==> src/rtl/core/clcd_pkg.sv <==
// Package for the character LCD nibble writer: types, register indexes, init command table.
`timescale 1ns / 1ps
`default_nettype none

package clcd_pkg;

    // Tick counter width; waits longer than 2**TIMER_WIDTH ticks saturate there.
    localparam int unsigned TIMER_WIDTH = 16;
    localparam int unsigned CFG_WIDTH   = 16;
    localparam int unsigned NUM_REGS    = 8;
    localparam int unsigned REG_IDX_W   = 3;
    // Compare width: wide enough for count + 1 and for the cap 2**TIMER_WIDTH.
    localparam int unsigned CMP_WIDTH   =
        ((TIMER_WIDTH > CFG_WIDTH) ? TIMER_WIDTH : CFG_WIDTH) + 1;

    // Register indexes on the configuration port.
    localparam logic [REG_IDX_W-1:0] REG_POWER_UP   = 3'd0;
    localparam logic [REG_IDX_W-1:0] REG_INIT_LONG  = 3'd1;
    localparam logic [REG_IDX_W-1:0] REG_INIT_SHORT = 3'd2;
    localparam logic [REG_IDX_W-1:0] REG_SETUP      = 3'd3;
    localparam logic [REG_IDX_W-1:0] REG_PULSE      = 3'd4;
    localparam logic [REG_IDX_W-1:0] REG_GAP        = 3'd5;
    localparam logic [REG_IDX_W-1:0] REG_POST       = 3'd6;
    localparam logic [REG_IDX_W-1:0] REG_CLEAR      = 3'd7;

    localparam logic [CFG_WIDTH-1:0] REG_RESET [NUM_REGS] = '{
        16'd20000, 16'd5000, 16'd100, 16'd1000, 16'd1, 16'd1, 16'd2000, 16'd2000
    };

    // Init nibbles and the step counter landmarks of the power-up sequence.
    localparam logic [3:0] NIB_INIT_8BIT = 4'h3;
    localparam logic [3:0] NIB_INIT_4BIT = 4'h2;
    localparam logic [3:0] STEP_FIRST_CMD = 4'd4;
    localparam logic [3:0] STEP_CLEAR_CMD = 4'd6;
    localparam logic [3:0] STEP_END       = 4'd8;
    localparam logic [3:0] STEP_LAST_NIB  = 4'd3;

    localparam logic [7:0] CMD_FUNC_SET  = 8'h28;
    localparam logic [7:0] CMD_DISP_ON   = 8'h0C;
    localparam logic [7:0] CMD_CLEAR     = 8'h01;
    localparam logic [7:0] CMD_ENTRY     = 8'h06;

    typedef enum logic [9:0] {
        PH_IDLE   = 10'b00_0000_0001,
        PH_PWR    = 10'b00_0000_0010,
        PH_IPULSE = 10'b00_0000_0100,
        PH_IWAIT  = 10'b00_0000_1000,
        PH_SETUP  = 10'b00_0001_0000,
        PH_HI     = 10'b00_0010_0000,
        PH_GAP    = 10'b00_0100_0000,
        PH_LO     = 10'b00_1000_0000,
        PH_POST   = 10'b01_0000_0000,
        PH_CLEAR  = 10'b10_0000_0000
    } t_phase;

    // One result, packed into the output tdata from bit 0 up.
    typedef struct packed {
        logic [5:0] pad;
        logic       accepted;
        logic       init_done;
        logic       busy_res;
        logic [3:0] data_nibble;
        logic       enable_pin;
        logic       rw_pin;
        logic       rs_pin;
    } t_result;

    function automatic logic [7:0] init_cmd(input logic [1:0] sel);
        logic [7:0] cmd;
        unique case (sel)
            2'd0: cmd = CMD_FUNC_SET;
            2'd1: cmd = CMD_DISP_ON;
            2'd2: cmd = CMD_CLEAR;
            2'd3: cmd = CMD_ENTRY;
        endcase
        return cmd;
    endfunction

endpackage

`default_nettype wire

==> src/rtl/core/char_lcd_nibble_writer.sv <==
// Character LCD writer for a 4-bit bus: power-up init, then byte writes as two nibbles.
// Each result is registered onto m_axis, via the skid entry while m_axis stalls.
// Throughput: one request per cycle unless the skid is full; a two-entry output stage
//   (result reg + skid) keeps s_axis_tready high while one result waits on m_axis.
// Reset (i_rst_n low, synchronous): timing registers return to defaults, the sequencer
//   restarts the power-up wait, pins drive low, both output entries are emptied.
`timescale 1ns / 1ps
`default_nettype none

module char_lcd_nibble_writer (
    input  wire logic        i_clk,
    input  wire logic        i_rst_n,
    // request stream
    input  wire logic        s_axis_tvalid,
    output logic             s_axis_tready,
    input  wire logic [7:0]  s_axis_tdata,   // [7:0] byte_value
    input  wire logic [1:0]  s_axis_tuser,   // [0] action (0 tick, 1 write), [1] is_data
    // result stream
    output logic             m_axis_tvalid,
    input  wire logic        m_axis_tready,
    output logic [15:0]      m_axis_tdata,   // [0] rs_pin, [1] rw_pin, [2] enable_pin,
                                             // [6:3] data_nibble, [7] busy_res,
                                             // [8] init_done, [9] accepted, [15:10] zero
    // timing register writes
    input  wire logic        i_cfg_valid,
    output logic             o_cfg_ready,
    input  wire logic [clcd_pkg::REG_IDX_W-1:0] i_cfg_index,
    input  wire logic [clcd_pkg::CFG_WIDTH-1:0] i_cfg_data
);

    localparam int unsigned TW = clcd_pkg::TIMER_WIDTH;
    localparam int unsigned CW = clcd_pkg::CMP_WIDTH;

    // ---------------------------------------------------------------- timing registers
    logic [clcd_pkg::CFG_WIDTH-1:0] r_cfg [clcd_pkg::NUM_REGS];

    assign o_cfg_ready = 1'b1;

    always_ff @(posedge i_clk) begin
        if (!i_rst_n) begin
            for (int i = 0; i < int'(clcd_pkg::NUM_REGS); i++) begin
                r_cfg[i] <= clcd_pkg::REG_RESET[i];
            end
        end else if (i_cfg_valid) begin
            r_cfg[i_cfg_index] <= i_cfg_data;
        end
    end

    // ---------------------------------------------------------------- sequencer state
    clcd_pkg::t_phase r_phase, n_phase;
    logic [TW-1:0]    r_wait_count, n_wait_count;
    logic [7:0]       r_held_byte, n_held_byte;
    logic [3:0]       r_init_step, n_init_step;
    logic             r_rs, n_rs;
    logic             r_en, n_en;
    logic [3:0]       r_nibble, n_nibble;
    logic             r_ready_flag, n_ready_flag;
    logic             n_took;

    logic             s_accept;
    logic             req_action;
    logic             req_is_data;

    assign s_accept    = s_axis_tvalid & s_axis_tready;
    assign req_action  = s_axis_tuser[0];
    assign req_is_data = s_axis_tuser[1];

    // Length of the wait in the current phase.
    logic [clcd_pkg::CFG_WIDTH-1:0] phase_ticks;

    always_comb begin
        unique case (r_phase)
            clcd_pkg::PH_PWR:    phase_ticks = r_cfg[clcd_pkg::REG_POWER_UP];
            clcd_pkg::PH_IPULSE: phase_ticks = r_cfg[clcd_pkg::REG_PULSE];
            clcd_pkg::PH_IWAIT:  phase_ticks = (r_init_step == 4'd0)
                                               ? r_cfg[clcd_pkg::REG_INIT_LONG]
                                               : r_cfg[clcd_pkg::REG_INIT_SHORT];
            clcd_pkg::PH_SETUP:  phase_ticks = r_cfg[clcd_pkg::REG_SETUP];
            clcd_pkg::PH_HI:     phase_ticks = r_cfg[clcd_pkg::REG_PULSE];
            clcd_pkg::PH_GAP:    phase_ticks = r_cfg[clcd_pkg::REG_GAP];
            clcd_pkg::PH_LO:     phase_ticks = r_cfg[clcd_pkg::REG_PULSE];
            clcd_pkg::PH_POST:   phase_ticks = r_cfg[clcd_pkg::REG_POST];
            clcd_pkg::PH_CLEAR:  phase_ticks = r_cfg[clcd_pkg::REG_CLEAR];
            default:             phase_ticks = '0;
        endcase
    end

    // Wait ends when count + 1 reaches max(ticks, 1), capped at 2**TW.
    logic [CW-1:0] cnt_plus1, lim_raw, lim_cap, lim;
    logic          wait_done;

    assign cnt_plus1 = CW'(r_wait_count) + CW'(1);
    assign lim_raw   = (phase_ticks == '0) ? CW'(1) : CW'(phase_ticks);
    assign lim_cap   = CW'(1) << TW;
    assign lim       = (lim_raw > lim_cap) ? lim_cap : lim_raw;
    assign wait_done = (cnt_plus1 >= lim);

    logic [3:0] step_inc;
    assign step_inc = r_init_step + 4'd1;

    always_comb begin
        n_phase      = r_phase;
        n_wait_count = r_wait_count;
        n_held_byte  = r_held_byte;
        n_init_step  = r_init_step;
        n_rs         = r_rs;
        n_en         = r_en;
        n_nibble     = r_nibble;
        n_ready_flag = r_ready_flag;
        n_took       = 1'b0;

        if (req_action) begin
            // write request: only taken when idle after init
            if (r_phase == clcd_pkg::PH_IDLE && r_ready_flag) begin
                n_held_byte  = s_axis_tdata;
                n_rs         = req_is_data;
                n_en         = 1'b0;
                n_wait_count = '0;
                n_phase      = clcd_pkg::PH_SETUP;
                n_took       = 1'b1;
            end
        end else if (r_phase != clcd_pkg::PH_IDLE) begin
            if (!wait_done) begin
                n_wait_count = r_wait_count + TW'(1);
            end else begin
                n_wait_count = '0;
                unique case (r_phase)
                    clcd_pkg::PH_PWR: begin
                        n_rs        = 1'b0;
                        n_nibble    = clcd_pkg::NIB_INIT_8BIT;
                        n_en        = 1'b1;
                        n_init_step = 4'd0;
                        n_phase     = clcd_pkg::PH_IPULSE;
                    end
                    clcd_pkg::PH_IPULSE: begin
                        n_en    = 1'b0;
                        n_phase = clcd_pkg::PH_IWAIT;
                    end
                    clcd_pkg::PH_IWAIT: begin
                        if (step_inc <= clcd_pkg::STEP_LAST_NIB) begin
                            n_init_step = step_inc;
                            n_nibble    = (step_inc < clcd_pkg::STEP_LAST_NIB)
                                          ? clcd_pkg::NIB_INIT_8BIT
                                          : clcd_pkg::NIB_INIT_4BIT;
                            n_en        = 1'b1;
                            n_phase     = clcd_pkg::PH_IPULSE;
                        end else begin
                            // nibble init over: first command (function set)
                            n_init_step = clcd_pkg::STEP_FIRST_CMD;
                            n_held_byte = clcd_pkg::CMD_FUNC_SET;
                            n_rs        = 1'b0;
                            n_en        = 1'b0;
                            n_phase     = clcd_pkg::PH_SETUP;
                        end
                    end
                    clcd_pkg::PH_SETUP: begin
                        n_nibble = r_held_byte[7:4];
                        n_en     = 1'b1;
                        n_phase  = clcd_pkg::PH_HI;
                    end
                    clcd_pkg::PH_HI: begin
                        n_en    = 1'b0;
                        n_phase = clcd_pkg::PH_GAP;
                    end
                    clcd_pkg::PH_GAP: begin
                        n_nibble = r_held_byte[3:0];
                        n_en     = 1'b1;
                        n_phase  = clcd_pkg::PH_LO;
                    end
                    clcd_pkg::PH_LO: begin
                        n_en    = 1'b0;
                        n_phase = clcd_pkg::PH_POST;
                    end
                    clcd_pkg::PH_POST, clcd_pkg::PH_CLEAR: begin
                        if (r_phase == clcd_pkg::PH_POST && r_ready_flag) begin
                            n_phase = clcd_pkg::PH_IDLE;
                        end else if (r_phase == clcd_pkg::PH_POST &&
                                     r_init_step == clcd_pkg::STEP_CLEAR_CMD) begin
                            // clear display needs its extra wait
                            n_phase = clcd_pkg::PH_CLEAR;
                        end else begin
                            // next init command, or init finished
                            n_init_step = step_inc;
                            if (step_inc >= clcd_pkg::STEP_FIRST_CMD &&
                                step_inc < clcd_pkg::STEP_END) begin
                                n_held_byte = clcd_pkg::init_cmd(step_inc[1:0]);
                                n_rs        = 1'b0;
                                n_en        = 1'b0;
                                n_phase     = clcd_pkg::PH_SETUP;
                            end else begin
                                n_ready_flag = 1'b1;
                                n_en         = 1'b0;
                                n_phase      = clcd_pkg::PH_IDLE;
                            end
                        end
                    end
                    default: begin
                        n_phase = clcd_pkg::PH_IDLE;
                    end
                endcase
            end
        end
    end

    always_ff @(posedge i_clk) begin
        if (!i_rst_n) begin
            r_phase      <= clcd_pkg::PH_PWR;
            r_wait_count <= '0;
            r_held_byte  <= '0;
            r_init_step  <= '0;
            r_rs         <= 1'b0;
            r_en         <= 1'b0;
            r_nibble     <= '0;
            r_ready_flag <= 1'b0;
        end else if (s_accept) begin
            r_phase      <= n_phase;
            r_wait_count <= n_wait_count;
            r_held_byte  <= n_held_byte;
            r_init_step  <= n_init_step;
            r_rs         <= n_rs;
            r_en         <= n_en;
            r_nibble     <= n_nibble;
            r_ready_flag <= n_ready_flag;
        end
    end

    // ---------------------------------------------------------------- result stage
    clcd_pkg::t_result n_result;

    always_comb begin
        n_result             = '0;
        n_result.rs_pin      = n_rs;
        n_result.rw_pin      = 1'b0;
        n_result.enable_pin  = n_en;
        n_result.data_nibble = n_nibble;
        n_result.busy_res    = (n_phase != clcd_pkg::PH_IDLE);
        n_result.init_done   = n_ready_flag;
        n_result.accepted    = n_took;
    end

    // Result register plus one skid entry; input side stalls only when both are full.
    logic              r_out_valid, r_skid_valid;
    clcd_pkg::t_result r_out, r_skid;

    assign s_axis_tready = ~r_skid_valid;
    assign m_axis_tvalid = r_out_valid;
    assign m_axis_tdata  = r_out;

    always_ff @(posedge i_clk) begin
        if (!i_rst_n) begin
            r_out_valid  <= 1'b0;
            r_skid_valid <= 1'b0;
        end else if (m_axis_tready || !r_out_valid) begin
            if (r_skid_valid) begin
                r_out_valid  <= 1'b1;
                r_skid_valid <= 1'b0;
            end else begin
                r_out_valid  <= s_accept;
            end
        end else if (s_accept) begin
            r_skid_valid <= 1'b1;
        end
    end

    always_ff @(posedge i_clk) begin
        if (m_axis_tready || !r_out_valid) begin
            if (r_skid_valid) begin
                r_out <= r_skid;
            end else if (s_accept) begin
                r_out <= n_result;
            end
        end else if (s_accept) begin
            r_skid <= n_result;
        end
    end

`ifndef SYNTHESIS
    // idle is only reachable once the power-up sequence has completed
    a_idle_after_init: assert property (@(posedge i_clk) disable iff (!i_rst_n)
        (r_phase == clcd_pkg::PH_IDLE) |-> r_ready_flag)
        else $error("sequencer idle before init done");

    // enable is only high in the pulse phases
    a_en_in_pulse: assert property (@(posedge i_clk) disable iff (!i_rst_n)
        r_en |-> (r_phase == clcd_pkg::PH_IPULSE || r_phase == clcd_pkg::PH_HI ||
                  r_phase == clcd_pkg::PH_LO))
        else $error("enable high outside a pulse phase");

    // the tick counter is cleared whenever the sequencer goes idle
    a_idle_count_zero: assert property (@(posedge i_clk) disable iff (!i_rst_n)
        (r_phase == clcd_pkg::PH_IDLE) |-> (r_wait_count == '0))
        else $error("wait count left nonzero in idle");

    // skid entry only holds a result behind a full result register
    a_skid_behind_out: assert property (@(posedge i_clk) disable iff (!i_rst_n)
        r_skid_valid |-> r_out_valid)
        else $error("skid entry valid with empty result register");
`endif

endmodule

`default_nettype wire
==> config.mk <==
export PLATFORM = sky130hd
export DESIGN_NAME = char_lcd_nibble_writer
export DESIGN_NICKNAME = d
export VERILOG_FILES = /design/src/rtl/core/clcd_pkg.sv /design/src/rtl/core/char_lcd_nibble_writer.sv
export SDC_FILE = /design/constraint.sdc
export NUM_CORES = 1
export LEC_CHECK = 0
export BUFFER_PORTS_ARGS = -buffer_cell sky130_fd_sc_hd__buf_2
export CAP_MARGIN = 20
export CORE_ASPECT_RATIO = 1.2
export CORE_MARGIN = 2
export CORE_UTILIZATION = 40
export DETAILED_ROUTE_END_ITERATION = 8
export GPL_TIMING_DRIVEN = 0
export SLEW_MARGIN = 20
export SYNTH_ARGS = -nofsm -noshare
export SYNTH_HDL_FRONTEND = slang
export SYNTH_SLANG_ARGS = --single-unit
export TNS_END_PERCENT = 20
==> constraint.sdc <==
create_clock -name i_clk -period 5.87 [get_ports i_clk]
set_input_delay 0.2935 -clock i_clk [delete_from_list [all_inputs] [get_ports i_clk]]
set_output_delay 0.2935 -clock i_clk [all_outputs]
set_load 0.02 [all_outputs]
==> run_results.csv <==
group,metric,value,unit
timing,rsz0062_at_grt,"false",
critical_path,required,6070,ps
cells_and_area,drive_gt1_share,16.60,%
synth,async_reset_ff_share,0,%
routing,drc,0,
timing,hold_viol,0,
grt,grt_max_degree,20,
routing,wl,26100,µm
power,fin_total_pwr,2.905,mW
clock_tree,clockRootBuffer,"clkbuf_16",
routing,vias,7091,
run_status,status,"finished clean",
floorplanning,io_pins,53,
critical_path,cpLargestDelayFamily,"compound AO/OA/AOI/OAI gates",
floorplanning,die_x,147.4,µm
critical_path,worst_ep_arrival_time,5750,ps
floorplanning,start_util,40.29,%
hold_path,hp-class,"primary input to flop",
placed_design,dpl_cell_area,0.01062,mm²
synth,ys_warn_count,0,
synth,avgSynthCellArea,11.14,µm²
cells_and_area,antennaDiodeCount,0,
routing,drt_iter0_markers,590,
timing,fmax,0.1800,GHz
clock_tree,path_clk_slew,80,ps
routing,routedWlPerCell,20.06,µm
cells_and_area,area.sequential,0.005325,mm²
clock_tree,ctsLongestPathBuffers,2,
cells_and_area,nFillCells,2264,
placed_design,gp_congestion,0.8390,
timing,tightestPinTransition,988.1,ps
cells_and_area,final_cell_area,0.01127,mm²
power,p_leak,4.140,nW
critical_path,worst-setup-path-type,"flop to flop",
routing,drt_pre_antenna_iters,5,
critical_path,crit_slowest_cell,"a211o_1",
routing,route.met2.wl,13300,µm
cells_and_area,multi_input_area,0.004277,mm²
timing,maxSlewViolCount,0,
clock_tree,insertion_delay,450,ps
clock_tree,cts_tree,"built",
grt,grt_pass1_vias,6979,
synth,yosys_register_bits,193,
timing,fin_worst_skew,13.25,ps
critical_path,critPathCaptureType,"flop",
clock_tree,clock_sinks,193,
synth,syn_inst,887,
critical_path,crit_path_start_kind,"flop",
critical_path,slowest_delay,410,ps
floorplanning,rows,63,
placed_design,dp_hpwl,19320,µm
timing,period_minus_slack,5554,ps
grt,overflow,0,
power,p_per_area,257.9,mW/mm²
routing,wl_met1,11130,µm
run,drv_cap,0,
synth,mappedNetlistArea,0.009877,mm²
clock_tree,htree_levels,4,
routing,routed.top_layer,"met4",
grt,grt_pass1_wl,40830,µm
cells_and_area,syn_to_final_growth,14.06,%
routing,ant_nets,0,
power,irDropWorstVdd,0.0002085,V
synth,yosysSeqAreaShare,53.91,%
critical_path,crit_path_max_fanout,10,
floorplanning,fp.dieArea,0.02597,mm²
cells_and_area,final_core_util,45.96,%
synth,synth_edf_count,146,
floorplanning,coreArea,0.02451,mm²
synth,synth-main-ff-cell,"edfxtp_1",
grt,antenna_found_initial,0,
clock_tree,cts_buffers,17,
timing,finalSetupViolations,0,
timing,fin_crit_sh,94.62,%
routing,vias_per_cell,5.450,
cells_and_area,nNetsFinal,1020,
timing,tns,0,ps
synth,synthDistinctLibCells,81,
floorplanning,die_y,176.1,µm
routing,met3WireLength,906,µm
critical_path,crit_buf_inv,4,
grt,grt_use_total,20.90,%
timing,maxSlewHeadroom,33.95,%
critical_path,cp_cell_sequence,"inv_1 -> ha_1 -> nor3b_2 -> buf_2 -> buf_2 -> mux2i_1 -> o22ai_1 -> nor3_1 -> and4_1 -> nand4_1 -> o211ai_1 -> ha_1 -> nor2b_1 -> o21ai_0 -> a41oi_1 -> a211o_1 -> a21o_1 -> buf_6 -> o311ai_1 -> nand2_1 -> mux2_2",
placed_design,port_buffers,42,
==> routing by layer <==
metal / vias up / GRT usage, %
met3: 38 / 3.307
met2: 179 / 36.33
met1: 3428 / 26.28
li1: 3446 / -
met4: 0 / 7.893
met5: - / 0
==> Yosys cell counts, types with 4 or more instances <==
library cell	instances	share of area (%)
inv_1	9	0.34
or3_1	32	2.0
ha_1	23	2.9
mux2i_1	21	2.1
nand4_1	8	0.51
dfxtp_1	47	9.5
nor2_1	61	2.3
mux2_2	5	0.57
buf_2	16	0.81
a22oi_1	27	2.1
clkbuf_1	24	0.91
o21ai_0	40	2.0
nand2_1	48	1.8
o22ai_1	6	0.38
a211oi_1	4	0.30
a221o_1	4	0.41
nand3_1	32	1.6
a21oi_1	34	1.7
nor2b_1	7	0.44
nand2b_1	18	1.1
a22o_1	15	1.3
buf_6	5	0.57
edfxtp_1	146	44
and2_1	100	6.3
a222oi_1	5	0.51
a21o_1	6	0.46
buf_4	11	0.84
a221oi_1	7	0.62
nor4_4	4	0.86
and3_1	7	0.44
xor2_1	8	0.71
nor3_1	15	0.76
xnor2_1	9	0.80
a32oi_1	7	0.62
==> tightest hold or removal path: stages <==
cell     delay (ps)
buf_2            80
a32oi_1          80
nor2_1           70
==> what timing repair did <==
| action | in CTS | in global routing |
|---|---|---|
| buffers inserted | 0 | 3 |
| setup endpoints to repair | 0 | 30 |
| resized for setup | 0 | 5 |
| hold buffers | 0 | 0 |
==> final cells by class <==
| type | instances | area share (%) |
|---|---|---|
| repair buffers | 51 | 2.732 |
| clock inverters | 15 | 1.510 |
| well taps | 325 | 3.610 |
| plain buffers | 57 | 2.777 |
| inverters | 11 | 0.3665 |
| multi-input cells | 632 | 37.96 |
| flip-flops and latches | 193 | 47.27 |
| clock buffers | 17 | 3.776 |
==> registers in the layout, summed over array words and instances, names as in the netlist <==
name	count
r_cfg	128
r_wait_count	16
r_phase	10
m_axis_tdata	9
r_skid	9
r_held_byte	8
r_init_step	4
r_nibble	4
m_axis_tvalid	1
r_en	1
r_ready_flag	1
r_rs	1
r_skid_valid	1
==> cells by family after synthesis <==
family                   after synthesis  synth area share [%]
AND/OR/NAND/NOR                      367                 21.64
other                                  2               0.07604
XOR/XNOR                              17                 1.508
buffers and inverters                 68                 3.585
multiplexers                          28                 3.002
adder cells (fa/ha/maj)               23                 2.914
flip-flops                           193                 53.91
AO/OA/AOI/OAI                        189                 13.36
==> layout by cell type (no fill, tap or decap), drive strengths merged, types with 5 or more instances in the layout <==
master,synthesis,final
mux2,7,7
conb,2,8
a21o,7,7
nor4,7,7
a22o,15,15
nand4,8,8
buf,33,84
inv,11,19
nor2b,7,7
a221oi,7,7
clkinv,0,5
a32oi,7,7
mux2i,21,21
nand2b,18,18
and2,101,101
a222oi,5,5
and3,7,7
o22ai,6,6
nand3,35,35
edfxtp,146,146
a22oi,27,27
o21ai,42,42
nor2,64,64
clkbuf,24,41
nand2,49,49
or3,33,33
ha,23,23
dfxtp,47,47
nor3,17,17
a21oi,35,35
xnor2,9,9
or2,5,5
xor2,8,8
==> final timing paths <==
path	depth (start not counted)	from	endpoint	slack, ps
setup / recovery	21	r_init_step[0]$_SDFFE_PN0P_	m_axis_tdata[2]$_DFFE_PP_	320
hold / removal	3	s_axis_tdata[6]	r_held_byte[6]$_SDFFE_PN0P_	110
setup reg to reg	21	r_init_step[0]$_SDFFE_PN0P_	m_axis_tdata[2]$_DFFE_PP_	320
hold reg to reg	2	r_held_byte[5]$_SDFFE_PN0P_	r_held_byte[5]$_SDFFE_PN0P_	470
==> stage by stage <==
step           setup slack, ps  std cells  hold slack, ps
2_1_floorplan             1510        893           444.9
3_3_place_gp             1.636       1260           455.6
3_5_place_dp             85.67       1266           464.4
4_1_cts                  28.99       1298           100.7
5_1_grt                  44.79       1301           127.0
6_report                 315.5       1301           109.4
==> power by group <==
| group | total, mW | internal [mW] | switching, mW |
|---|---|---|---|
| sequential | 1.55 | 1.53 | 0.0185 |
| clock | 1.18 | 0.608 | 0.576 |
| combinational | 0.173 | 0.0552 | 0.118 |
Note: power is estimated with default switching activity, not from simulation.
